[config.mk]
export PLATFORM = sky130hd
export DESIGN_NAME = array_list_engine_unit
export DESIGN_NICKNAME = d
export VERILOG_FILES = /design/src/rtl/alen_pkg.sv /design/src/rtl/alen_ram.sv /design/src/rtl/alen_dp.sv /design/src/rtl/alen_ctrl.sv /design/src/rtl/array_list_engine_unit.sv
export SDC_FILE = /design/constraint.sdc
export NUM_CORES = 2
export LEC_CHECK = 0
export ABC_AREA = 1
export BUFFER_PORTS_ARGS = -buffer_cell sky130_fd_sc_hd__buf_2
export CORE_UTILIZATION = 61
export CTS_CLUSTER_DIAMETER = 60
export DETAILED_ROUTE_END_ITERATION = 10
export PLACE_DENSITY = 0.74
export SLEW_MARGIN = 20
export SYNTH_ARGS = -nofsm -noshare
export SYNTH_HDL_FRONTEND = slang
export SYNTH_HIERARCHICAL = 1
export SYNTH_SLANG_ARGS = --single-unit
[constraint.sdc]
create_clock -name clock -period 7.6 [get_ports clock]
set_input_delay 1.52 -clock clock [delete_from_list [all_inputs] [get_ports clock]]
set_output_delay 1.52 -clock clock [all_outputs]
set_load 0.02 [all_outputs]
[src/rtl/alen_pkg.sv]
// Shared types, codes and constants for the array list engine.
package alen_pkg;

   localparam int CAPACITY_DEF = 64;
   localparam int KEY_W        = 32;
   localparam int COUNT_W      = 7;
   localparam int OP_W         = 3;

   // Operation codes
   localparam logic [OP_W-1:0] OP_CLEAR  = 3'd0;
   localparam logic [OP_W-1:0] OP_FRONT  = 3'd1;
   localparam logic [OP_W-1:0] OP_END    = 3'd2;
   localparam logic [OP_W-1:0] OP_ORDER  = 3'd3;
   localparam logic [OP_W-1:0] OP_REMOVE = 3'd4;
   localparam logic [OP_W-1:0] OP_SEARCH = 3'd5;

   typedef struct packed {
      logic [OP_W-1:0]         op;
      logic signed [KEY_W-1:0] key;
   } req_type;

   typedef struct packed {
      logic               ok;
      logic [COUNT_W-1:0] count;
   } rsp_type;

   typedef enum logic [2:0] {
      PTR_HOLD, PTR_ZERO, PTR_INC, PTR_DEC, PTR_LAST, PTR_MID
   } ptr_cmd_type;

   typedef enum logic [1:0] {USED_HOLD, USED_CLEAR, USED_INC, USED_DEC} used_cmd_type;
   typedef enum logic [1:0] {POS_HOLD, POS_ZERO, POS_USED, POS_PTR} pos_cmd_type;
   typedef enum logic [1:0] {BND_HOLD, BND_INIT, BND_LO, BND_HI} bnd_cmd_type;
   typedef enum logic [1:0] {WR_NONE, WR_UP, WR_DOWN, WR_KEY} wr_cmd_type;

   typedef struct packed {
      logic         load;
      ptr_cmd_type  ptr;
      used_cmd_type used;
      pos_cmd_type  pos;
      bnd_cmd_type  bnd;
      wr_cmd_type   wr;
   } cmd_type;

   typedef struct packed {
      logic full;
      logic at_end;
      logic last;
      logic ent_lt;
      logic ent_eq;
      logic at_pos;
      logic room_above;
      logic bnd_open;
   } stat_type;

endpackage

[src/rtl/alen_ram.sv]
// Generic single-write, single-read RAM with registered read data.
module alen_ram #(
   parameter int WIDTH = 32,
   parameter int DEPTH = 64
) (
   input  logic                     clock,
   input  logic                     wr_en,
   input  logic [$clog2(DEPTH)-1:0] wr_addr,
   input  logic [WIDTH-1:0]         wr_data,
   input  logic [$clog2(DEPTH)-1:0] rd_addr,
   output logic [WIDTH-1:0]         rd_data
);

   logic [WIDTH-1:0] mem_ff [DEPTH];
   logic [WIDTH-1:0] rd_data_ff;

   always_ff @(posedge clock) begin
      if (wr_en) begin
         mem_ff[wr_addr] <= wr_data;
      end
      rd_data_ff <= mem_ff[rd_addr];
   end

   assign rd_data = rd_data_ff;

endmodule

[src/rtl/alen_dp.sv]
// Datapath: entry store, count, scan pointer, insert position and search bounds.
module alen_dp #(
   parameter int CAPACITY = alen_pkg::CAPACITY_DEF
) (
   input  logic                             clock,
   input  logic                             reset,
   input  alen_pkg::cmd_type                cmd,
   input  logic signed [alen_pkg::KEY_W-1:0] req_key,
   output alen_pkg::stat_type               stat,
   output logic [alen_pkg::COUNT_W-1:0]     count
);

   localparam int AW     = $clog2(CAPACITY);
   localparam int UW     = $clog2(CAPACITY + 1);
   localparam int KeyW   = alen_pkg::KEY_W;
   localparam int CountW = alen_pkg::COUNT_W;

   logic [UW-1:0]          used_ff, used_in;
   logic [UW-1:0]          ptr_ff, ptr_in;
   logic [UW-1:0]          pos_ff, pos_in;
   logic [UW-1:0]          lo_ff, lo_in;
   logic [UW-1:0]          bound_ff, bound_in;
   logic signed [KeyW-1:0] key_ff, key_in;
   logic [UW-1:0]          span;
   logic [UW-1:0]          mid;
   logic                   wr_en;
   logic [AW-1:0]          wr_addr;
   logic [KeyW-1:0]        wr_data;
   logic [KeyW-1:0]        rd_data;

   // Midpoint of the open range [lo, bound), valid while lo < bound
   assign span = bound_ff - lo_ff - UW'(1);
   assign mid  = lo_ff + (span >> 1);

   always_comb begin
      unique case (cmd.ptr)
         alen_pkg::PTR_HOLD: ptr_in = ptr_ff;
         alen_pkg::PTR_ZERO: ptr_in = '0;
         alen_pkg::PTR_INC:  ptr_in = ptr_ff + UW'(1);
         alen_pkg::PTR_DEC:  ptr_in = ptr_ff - UW'(1);
         alen_pkg::PTR_LAST: ptr_in = used_ff - UW'(1);
         alen_pkg::PTR_MID:  ptr_in = mid;
         default:            ptr_in = ptr_ff;
      endcase

      unique case (cmd.used)
         alen_pkg::USED_HOLD:  used_in = used_ff;
         alen_pkg::USED_CLEAR: used_in = '0;
         alen_pkg::USED_INC:   used_in = used_ff + UW'(1);
         alen_pkg::USED_DEC:   used_in = used_ff - UW'(1);
      endcase

      unique case (cmd.pos)
         alen_pkg::POS_HOLD: pos_in = pos_ff;
         alen_pkg::POS_ZERO: pos_in = '0;
         alen_pkg::POS_USED: pos_in = used_ff;
         alen_pkg::POS_PTR:  pos_in = ptr_ff;
      endcase

      lo_in    = lo_ff;
      bound_in = bound_ff;
      unique case (cmd.bnd)
         alen_pkg::BND_HOLD: ;
         alen_pkg::BND_INIT: begin
            lo_in    = '0;
            bound_in = used_ff;
         end
         alen_pkg::BND_LO:   lo_in = ptr_ff + UW'(1);
         alen_pkg::BND_HI:   bound_in = ptr_ff;
      endcase

      key_in = cmd.load ? req_key : key_ff;

      // Shifts move the entry read last cycle one slot up or down
      wr_en   = 1'b1;
      wr_data = rd_data;
      unique case (cmd.wr)
         alen_pkg::WR_NONE: begin
            wr_en   = 1'b0;
            wr_addr = ptr_ff[AW-1:0];
         end
         alen_pkg::WR_UP:   wr_addr = AW'(ptr_ff + UW'(1));
         alen_pkg::WR_DOWN: wr_addr = AW'(ptr_ff - UW'(1));
         alen_pkg::WR_KEY: begin
            wr_addr = pos_ff[AW-1:0];
            wr_data = key_ff;
         end
      endcase
   end

   always_ff @(posedge clock) begin
      if (reset) begin
         used_ff <= '0;
      end else begin
         used_ff <= used_in;
      end
   end

   always_ff @(posedge clock) begin
      ptr_ff   <= ptr_in;
      pos_ff   <= pos_in;
      lo_ff    <= lo_in;
      bound_ff <= bound_in;
      key_ff   <= key_in;
   end

   // Read follows the next pointer, so data for ptr_ff is ready each cycle
   alen_ram #(
      .WIDTH (KeyW),
      .DEPTH (CAPACITY)
   ) u_ram (
      .clock   (clock),
      .wr_en   (wr_en),
      .wr_addr (wr_addr),
      .wr_data (wr_data),
      .rd_addr (ptr_in[AW-1:0]),
      .rd_data (rd_data)
   );

   assign stat.full       = (used_ff == UW'(CAPACITY));
   assign stat.at_end     = (ptr_ff >= used_ff);
   assign stat.last       = (({1'b0, ptr_ff} + (UW+1)'(1)) >= {1'b0, used_ff});
   assign stat.ent_lt     = ($signed(rd_data) < key_ff);
   assign stat.ent_eq     = (rd_data == key_ff);
   assign stat.at_pos     = (ptr_ff == pos_ff);
   assign stat.room_above = (used_ff > pos_ff);
   assign stat.bnd_open   = (lo_ff < bound_ff);

   assign count = CountW'(used_ff);

endmodule

[src/rtl/alen_ctrl.sv]
// Controller state machine: decodes the operation and sequences the datapath.
module alen_ctrl (
   input  logic                         clock,
   input  logic                         reset,
   input  logic                         start,
   input  logic [alen_pkg::OP_W-1:0]    req_op,
   input  alen_pkg::stat_type           stat,
   output alen_pkg::cmd_type            cmd,
   output logic                         busy,
   output logic                         rsp_valid,
   output logic                         rsp_ok
);

   typedef enum logic [8:0] {
      S_IDLE   = 9'b000000001,
      S_DECODE = 9'b000000010,
      S_SCAN   = 9'b000000100,
      S_SHPREP = 9'b000001000,
      S_SHUP   = 9'b000010000,
      S_PUT    = 9'b000100000,
      S_SHDN   = 9'b001000000,
      S_BS_CHK = 9'b010000000,
      S_BS_CMP = 9'b100000000
   } state_type;

   state_type                     state_ff, state_in;
   logic [alen_pkg::OP_W-1:0]     op_ff, op_in;
   logic                          rsp_valid_ff, rsp_valid_in;
   logic                          rsp_ok_ff, rsp_ok_in;
   logic                          is_insert;

   assign is_insert = (op_ff == alen_pkg::OP_FRONT) || (op_ff == alen_pkg::OP_END) ||
                      (op_ff == alen_pkg::OP_ORDER);

   always_comb begin
      cmd.load     = 1'b0;
      cmd.ptr      = alen_pkg::PTR_HOLD;
      cmd.used     = alen_pkg::USED_HOLD;
      cmd.pos      = alen_pkg::POS_HOLD;
      cmd.bnd      = alen_pkg::BND_HOLD;
      cmd.wr       = alen_pkg::WR_NONE;
      state_in     = state_ff;
      op_in        = op_ff;
      rsp_valid_in = 1'b0;
      rsp_ok_in    = 1'b0;

      unique case (state_ff)
         S_IDLE: begin
            if (start) begin
               cmd.load = 1'b1;
               op_in    = req_op;
               state_in = S_DECODE;
            end
         end
         S_DECODE: begin
            if (is_insert && stat.full) begin
               rsp_valid_in = 1'b1;
               state_in     = S_IDLE;
            end else begin
               unique case (op_ff) inside
                  alen_pkg::OP_CLEAR: begin
                     cmd.used     = alen_pkg::USED_CLEAR;
                     rsp_valid_in = 1'b1;
                     rsp_ok_in    = 1'b1;
                     state_in     = S_IDLE;
                  end
                  alen_pkg::OP_FRONT: begin
                     cmd.pos  = alen_pkg::POS_ZERO;
                     state_in = S_SHPREP;
                  end
                  alen_pkg::OP_END: begin
                     cmd.pos  = alen_pkg::POS_USED;
                     state_in = S_SHPREP;
                  end
                  alen_pkg::OP_ORDER, alen_pkg::OP_REMOVE: begin
                     cmd.ptr  = alen_pkg::PTR_ZERO;
                     state_in = S_SCAN;
                  end
                  alen_pkg::OP_SEARCH: begin
                     cmd.bnd  = alen_pkg::BND_INIT;
                     state_in = S_BS_CHK;
                  end
                  default: begin
                     rsp_valid_in = 1'b1;
                     state_in     = S_IDLE;
                  end
               endcase
            end
         end
         S_SCAN: begin
            if (op_ff == alen_pkg::OP_ORDER) begin
               // Stop at the first entry not less than the key
               if (stat.at_end || !stat.ent_lt) begin
                  cmd.pos  = alen_pkg::POS_PTR;
                  state_in = S_SHPREP;
               end else begin
                  cmd.ptr = alen_pkg::PTR_INC;
               end
            end else if (stat.at_end) begin
               rsp_valid_in = 1'b1;
               state_in     = S_IDLE;
            end else if (stat.ent_eq) begin
               if (stat.last) begin
                  cmd.used     = alen_pkg::USED_DEC;
                  rsp_valid_in = 1'b1;
                  rsp_ok_in    = 1'b1;
                  state_in     = S_IDLE;
               end else begin
                  cmd.ptr  = alen_pkg::PTR_INC;
                  state_in = S_SHDN;
               end
            end else begin
               cmd.ptr = alen_pkg::PTR_INC;
            end
         end
         S_SHPREP: begin
            if (stat.room_above) begin
               cmd.ptr  = alen_pkg::PTR_LAST;
               state_in = S_SHUP;
            end else begin
               state_in = S_PUT;
            end
         end
         S_SHUP: begin
            cmd.wr = alen_pkg::WR_UP;
            if (stat.at_pos) begin
               state_in = S_PUT;
            end else begin
               cmd.ptr = alen_pkg::PTR_DEC;
            end
         end
         S_PUT: begin
            cmd.wr       = alen_pkg::WR_KEY;
            cmd.used     = alen_pkg::USED_INC;
            rsp_valid_in = 1'b1;
            rsp_ok_in    = 1'b1;
            state_in     = S_IDLE;
         end
         S_SHDN: begin
            cmd.wr = alen_pkg::WR_DOWN;
            if (stat.last) begin
               cmd.used     = alen_pkg::USED_DEC;
               rsp_valid_in = 1'b1;
               rsp_ok_in    = 1'b1;
               state_in     = S_IDLE;
            end else begin
               cmd.ptr = alen_pkg::PTR_INC;
            end
         end
         S_BS_CHK: begin
            if (stat.bnd_open) begin
               cmd.ptr  = alen_pkg::PTR_MID;
               state_in = S_BS_CMP;
            end else begin
               rsp_valid_in = 1'b1;
               state_in     = S_IDLE;
            end
         end
         S_BS_CMP: begin
            if (stat.ent_eq) begin
               rsp_valid_in = 1'b1;
               rsp_ok_in    = 1'b1;
               state_in     = S_IDLE;
            end else begin
               cmd.bnd  = stat.ent_lt ? alen_pkg::BND_LO : alen_pkg::BND_HI;
               state_in = S_BS_CHK;
            end
         end
         default: begin
            state_in = S_IDLE;
         end
      endcase
   end

   always_ff @(posedge clock) begin
      if (reset) begin
         state_ff     <= S_IDLE;
         rsp_valid_ff <= 1'b0;
      end else begin
         state_ff     <= state_in;
         rsp_valid_ff <= rsp_valid_in;
      end
   end

   always_ff @(posedge clock) begin
      op_ff     <= op_in;
      rsp_ok_ff <= rsp_ok_in;
   end

   assign busy      = (state_ff != S_IDLE);
   assign rsp_valid = rsp_valid_ff;
   assign rsp_ok    = rsp_ok_ff;

endmodule

[src/rtl/array_list_engine_unit.sv]
// Top level of the array list engine: controller plus datapath.
//
// A bounded list of up to CAPACITY signed 32-bit keys kept in one RAM with
// a single write port and a registered read port; every step below touches
// at most one entry per cycle through that port. A request transfers on a
// clock edge where start is high and busy is low; busy then stays high
// until the result is produced. The result is shown on rsp_data for exactly
// one cycle with rsp_valid high and cannot be stalled, so capture it then;
// a new request may transfer in that same cycle. With n the count before
// the operation and k the index where a scan stops: clear, unused codes
// and a failed insert on a full list answer from decode; insert at end
// writes the key at once; insert at front first shifts all n entries up;
// ordered insert scans to k, then shifts the n - k entries from k up;
// remove scans to the match at k and shifts each later entry down; search
// probes the midpoint of the remaining range until a match or an empty
// range. The worst case, an insert that shifts a nearly full list, is
// bounded by the one-entry-per-cycle shift through the memory port. Keys
// are compared as signed values; search assumes ascending contents. The
// count field reports the count after the operation, truncated to 7 bits.
module array_list_engine_unit #(
   parameter int CAPACITY = alen_pkg::CAPACITY_DEF
) (
   input  logic              clock,
   input  logic              reset,
   input  logic              start,
   output logic              busy,
   input  alen_pkg::req_type req_data,
   output logic              rsp_valid,
   output alen_pkg::rsp_type rsp_data
);

   alen_pkg::cmd_type                 cmd;
   alen_pkg::stat_type                stat;
   logic                              rsp_ok;
   logic [alen_pkg::COUNT_W-1:0]      count;

   // Sequence each operation; hold busy until the result strobe is issued
   alen_ctrl u_ctrl (
      .clock     (clock),
      .reset     (reset),
      .start     (start),
      .req_op    (req_data.op),
      .stat      (stat),
      .cmd       (cmd),
      .busy      (busy),
      .rsp_valid (rsp_valid),
      .rsp_ok    (rsp_ok)
   );

   // Store entries, advance the pointer, shift and compare under command
   alen_dp #(
      .CAPACITY (CAPACITY)
   ) u_dp (
      .clock   (clock),
      .reset   (reset),
      .cmd     (cmd),
      .req_key (req_data.key),
      .stat    (stat),
      .count   (count)
   );

   // Count is already updated when the strobe rises and holds until the next transfer
   assign rsp_data.ok    = rsp_ok;
   assign rsp_data.count = count;

endmodule
# ---- Word-level counts from Yosys, hierarchy flattened
# Memory sizes are Yosys's and may differ from the RTL's. A register that Yosys moved wholly into a read port is not among the register bits.
# Cells that the tools add are included.
# W data, S select, Z words.
dict set report word_totals {
  register_bits 81
  latchBits 0
  ram_bits 2048
  mem_bits_ro 0
  input_bits 38
  out_inout_bits 10
  elab_cells 145
  memories 1
}
# memory depth width read_ports rd_ports_with_merged_regs wr line_no
set mem_list {}
lappend mem_list {u_dp.u_ram.mem_ff 64 32 1 1 1 alen_ram.sv:14} ;# logic [WIDTH-1:0] mem_ff [DEPTH];
dict set report classes {
  add_sub_neg 8
  n_mul 0
  div 0
  n_lt_le_gt_ge 5
  eq_ne 40
  n_shift 0
  mux 63
  n_bitwise 0
  n_reduce_logical 17
}
# op n
set op_table {}
lappend op_table {{$mux W9} 10}
lappend op_table {{$pmux W9 S8} 1}
lappend op_table {{$pmux W7 S3} 2}
lappend op_table {{$pmux W7 S5} 1}
lappend op_table {{$eq A32 B32 Y1} 1}
lappend op_table {{$lt A32 B32 Y1} 1}
lappend op_table {{$mux W32} 1}
lappend op_table {{$pmux W7 S2} 2}
lappend op_table {{$pmux W6 S4} 1}
lappend op_table {{$pmux W8 S3} 1}
lappend op_table {{$sub A7 B1 Y7 const B} 3}
lappend op_table {{$mux W1} 19}
lappend op_table {{$mux W2} 9}
lappend op_table {{$pmux W3 S6} 1}
lappend op_table {{$eq A2 B2 Y1 const B} 8}
lappend op_table {{$add A7 B1 Y7 const B} 2}
lappend op_table {{$eq A3 B2 Y1 const B} 4}
lappend op_table {{$eq A3 B3 Y1 const B} 4}
lappend op_table {{$mux W3} 4}
lappend op_table {{$pmux W2 S2} 3}
lappend op_table {{$eq A9 B1 Y1 const B} 1}
lappend op_table {{$eq A9 B2 Y1 const B} 1}
lappend op_table {{$eq A9 B3 Y1 const B} 1}
lappend op_table {{$eq A9 B4 Y1 const B} 1}
lappend op_table {{39 further kinds} 51}

# ---- Depth between registers and ports, before layout
dict set report logic_depth {
  ltp_word 9
  ltp_mapped 38
  mapped_depth_nobuf 35
}

# ---- Cells and area by module
# Netlist, hierarchy kept.
# mod instances cells_per_inst area_per_inst_um2 seq_area_each_um2
set modules_own_cells {}
lappend modules_own_cells {alen_ram 1 6769 82738.1 62139.6}
lappend modules_own_cells {alen_dp 1 685 5422.7 1881.8}
lappend modules_own_cells {alen_ctrl 1 175 1154.9 310.3}
lappend modules_own_cells {array_list_engine_unit 1 1 7.5 0.0}

# ---- Least setup slack after synthesis
# OpenSTA, ideal clock, no wires.
dict set report synth_path {
  path_kind {reg-to-reg}
  startpoint {reg u_ctrl.state_ff[2]}
  endpoint {mem u_dp.u_ram.mem_ff[50][0], enable pin}
  setup_time_ns 0.503
  t_arrival_ns 5.141
  t_required_ns 7.097
  slack_ns 1.956
  stages_incl_launch_ff 14
  path_buffers 2
  synth_period_minus_slack_ns 5.644
  path_cell_list {dfxtp_1 > nor2_4 > nand2_4 > nor2_4 > nand4_1 > nand2_1 > nand2_1 > buf_2 > o22ai_1 > a21oi_1 > o21ai_0 > clkbuf_1 > inv_1 > nor4_1}
}
# element line_no
set synth_lines {}
lappend synth_lines {{from (decl)} alen_ctrl.sv:26} ;# state_type state_ff, state_in;
lappend synth_lines {{from (signal assigned)} alen_ctrl.sv:180} ;# state_ff <= state_in;
lappend synth_lines {{to (decl)} alen_ram.sv:14}

==> out/results.ini <==
[placement]
routabilityCongestion = 0.942
io_buffers = 47
place_ws_ns = 0.872
place_area_mm2 = 0.0925
dpl.hpwl_mm = 140

[yosys]
syn_inst = 7630
synthTopCellsByArea = edfxtp_1 71%, nand3_1 11%, nand2_1 10%
synth-edff-count = 2105
synth_ff_type = edfxtp_1
synth_fp_nets = 7747
yosysWarnings = 6
ys_ff_latch = 2161
yosysUniqueCellTypes = 50
seq_area_frac_synth = 0.720
synth_top_cell_by_area = edfxtp_1
synth_area_mm2 = 0.0893
yosys.area.top_type_share = 0.708
syn_avg_cell_area_um2 = 11.7
async_flop_share = 0

[clocking]
cts_resized = 0
clk_pin_slew_worst_paths_ns = 0.06
clkLatencyLatePin_ns = 0.85
clock_sinks = 2161
clockRootBuffer = clkbuf_16
htreeDepth = 4
cts_tree = built
cts_setup_buffers = 0
clockBufferDepth = 3
ctsHoldBuffers = 0
cts-buffers-inserted = 209

[critical_path]
critical-path-top-delay-family = simple AND/OR/NAND/NOR gates
path_max_fanout = 156
rrSetupSlack_ns = 0.67
reg2reg_from = u_dp/ptr_ff[5]$_DFF_P_
critPathMaxStageDelay_ns = 0.67
arrival_ns = 7.69
ff2ff_path_depth = 27
worstSetupStartpointType = flop
slowest_stage = dfxtp_1
rr_endpoint = u_dp/u_ram/rd_data[31]$_DFF_P_
path_common_cell = nand2_1
required_ns = 8.36
crit_buf_inv = 5
setup.worst_path.end_class = flop
crit_type = reg -> reg

[power]
cell_internal_pwr_uw = 24500
p_comb_frac = 0.377
power_density_mw_per_mm2 = 410
p_sw_uw = 16100
power_frac_clock = 0.245
power_frac_seq = 0.378
power.total_uw = 40600
p_leak_uw = 0.0355
peakVddDrop_mv = 0.487
switching_share = 0.396

[sta]
relSlewSlack = 0.193
finalClockSkew_ns = 0.0305
rsz0062_at_grt = no
hold_ws_ns = 0.551
setup_viol = 0
worst_pin_slew_ns = 1.20
finalHoldViolations = 0
drv_slew = 0
fin_tns_setup_ns = 0
worst_slack_ns = 0.670
fmax_ghz = 0.144
min_period_ns = 6.93
post-route-period-util = 0.912

[routing]
wl_mm = 257
num_vias = 61997
vias_per_cell = 6.38
avgRoutedWirePerCell_um = 26.5
met2WireLength_mm = 118
first_iter_violations = 9252
drt-pass1-iter-count = 7
wl_met3_mm = 33.8
antenna_left = 0
wl_met1_mm = 90.8
drc_errors = 0
top_layer = met5

[final_layout]
areaGrowthSynthToFinish_pct = 10.9
drive_gt1_frac = 0.0881
fin_area_mm2 = 0.0991
final_nets = 7729

[die]
die_w_um = 385
core_mm2 = 0.146
ios = 48
die_h_um = 385
fp.dieArea_mm2 = 0.148
initial_core_util = 0.614
std_cell_rows = 140

[worst_hold_path]
min-delay-start = u_ctrl/state_ff[6]$_SDFFE_PP0P_
holdPathEnd = u_ctrl/state_ff[6]$_SDFFE_PP0P_
min_path_type = reg -> reg
worstHoldPathCells = 2

[grt]
grt_start_max_net_pins = 170
grt_usage = 0.348
grt.overflow.total = 0
grt_pass1_vias = 58566
grt_pass1_wl_mm = 377
antenna_found_initial = 7

[status]
status = complete, no violations

[flow_run]
maxCapViolCount = 0

[power groups by stage]
stage | Clock [µW] | Combinational, µW | Sequential (µW)
floorplan | 0 | 9730 | 15700
global placement | 0 | 14500 | 15600
detailed placement | 0 | 14800 | 15600
CTS | 10000 | 14900 | 15300
global route | 10500 | 16400 | 15300
finish | 9960 | 15300 | 15300
[registers in the layout, indices dropped and copies added (netlist names), 7 cells and up]
signal and cells:
u_dp/u_ram/mem_ff 2048, u_dp/key_ff 32, u_dp/u_ram/rd_data 32, u_ctrl/state_ff 9, u_dp/bound_ff 7, u_dp/count 7
u_dp/lo_ff 7, u_dp/pos_ff 7, u_dp/ptr_ff 7
[Yosys cell counts, types with 3 or more instances]
master    instances
inv_2            12
o31ai_1           5
or2_2             4
nor2_1          128
clkbuf_1         81
edfxtp_1       2105
inv_1           146
o211ai_1          3
nor4_1           10
xor2_1           13
nand3_1        1947
buf_2           286
o21ai_0          59
nand2_2           4
o21ai_1          11
buf_1            42
a21o_1            3
xnor2_1           8
ha_1             77
o21a_1            5
nand2_1        2424
o22ai_1          12
dfxtp_1          56
nand4_1          29
buf_6             3
nand3b_1          3
nor3_1            7
nor2_2            6
nand3_2           7
a21oi_1          50
buf_4            48
nor2_4           10
[cell type report]
type                    instances  area, µm²
clock buffers                 280       5760
fillers                      9979      46500
clock inverters               110        793
well taps                    1917       2400
flip-flops and latches       2161      64300
diodes                          3       7.51
multi-input cells            4846      23000
inverters                     161        641
repair buffers                233       2170
[logic make-up (layout without fill, tap and decap cells)]
| family | Yosys count | in the layout | synth area share |
|---|---|---|---|
| AND/OR/NAND/NOR | 4590 | 4590 | 0.224 |
| other | 0 | 3 | 0 |
| adder cells (fa/ha/maj) | 79 | 79 | 0.0112 |
| AO/OA/AOI/OAI | 156 | 156 | 0.00967 |
| flip-flops | 2161 | 2161 | 0.720 |
| XOR/XNOR | 21 | 21 | 0.00206 |
| buffers and inverters | 623 | 784 | 0.0327 |
[metrics by stage]
| step | utilization | std cells |
|---|---|---|
| floorplan | - | 7630 |
| global placement | 0.635 | 9315 |
| detailed placement | 0.635 | 9317 |
| CTS | 0.680 | 9707 |
| global route | 0.680 | 9708 |
| finish | 0.681 | 9711 |
[metal layers]
layer	vias to the layer above	track usage
met5	-	0
met4	8	0.183
met3	741	0.0715
met2	4458	0.537
met1	29813	0.471
li1	26977	-
[tightest hold or removal path, delay by kind of cell (launching register included)]
family           cells  cell delay, ns
DFF                  1            0.35
and+or+nand+nor      2            0.16
[placed cells by master (no fill, tap or decap), types with 5 or more instances in the layout]
cell type and instances:
o21a_1 5, a21oi_1 50, dfxtp_1 56, clkbuf_1 50
nand3_2 7, buf_4 143, edfxtp_1 2105, nand4_1 29
bufinv_16 7, nor4_2 8, nand2_1 2423, o22ai_1 12
xnor2_1 8, inv_1 144, o21ai_1 9, xor2_1 13
o31ai_1 5, clkinv_1 46, nor2_4 67, buf_12 43
inv_6 7, o21ai_0 26, ha_1 77, clkbuf_8 16
inv_2 11, clkinv_2 42, nand3_1 1947, nor2_2 6
inv_16 5, buf_2 47, nor3_1 7, clkbuf_16 214
nor2_1 71, o21ai_4 35
[worst max path at each step]
stage / startpoint / endpoint / slack [ns] / cells after the start
final: u_dp/ptr_ff[5]$_DFF_P_ / u_dp/u_ram/rd_data[31]$_DFF_P_ / 0.67 / 27
after global routing: u_dp/ptr_ff[0]$_DFF_P_ / u_dp/u_ram/rd_data[31]$_DFF_P_ / 0.36 / 30
after CTS: u_dp/ptr_ff[5]$_DFF_P_ / u_dp/u_ram/rd_data[31]$_DFF_P_ / 0.86 / 27
after detailed placement: u_dp/ptr_ff[5]$_DFF_P_ / u_dp/u_ram/rd_data[31]$_DFF_P_ / 0.87 / 27
after global placement: u_dp/ptr_ff[0]$_DFF_P_ / u_dp/u_ram/rd_data[31]$_DFF_P_ / 0.91 / 30
after floorplan: u_ctrl/state_ff[2]$_SDFFE_PP0P_ / u_dp/u_ram/mem_ff[50][0]$_DFFE_PP_ / 1.96 / 13
(Power assumes the default switching activity.)
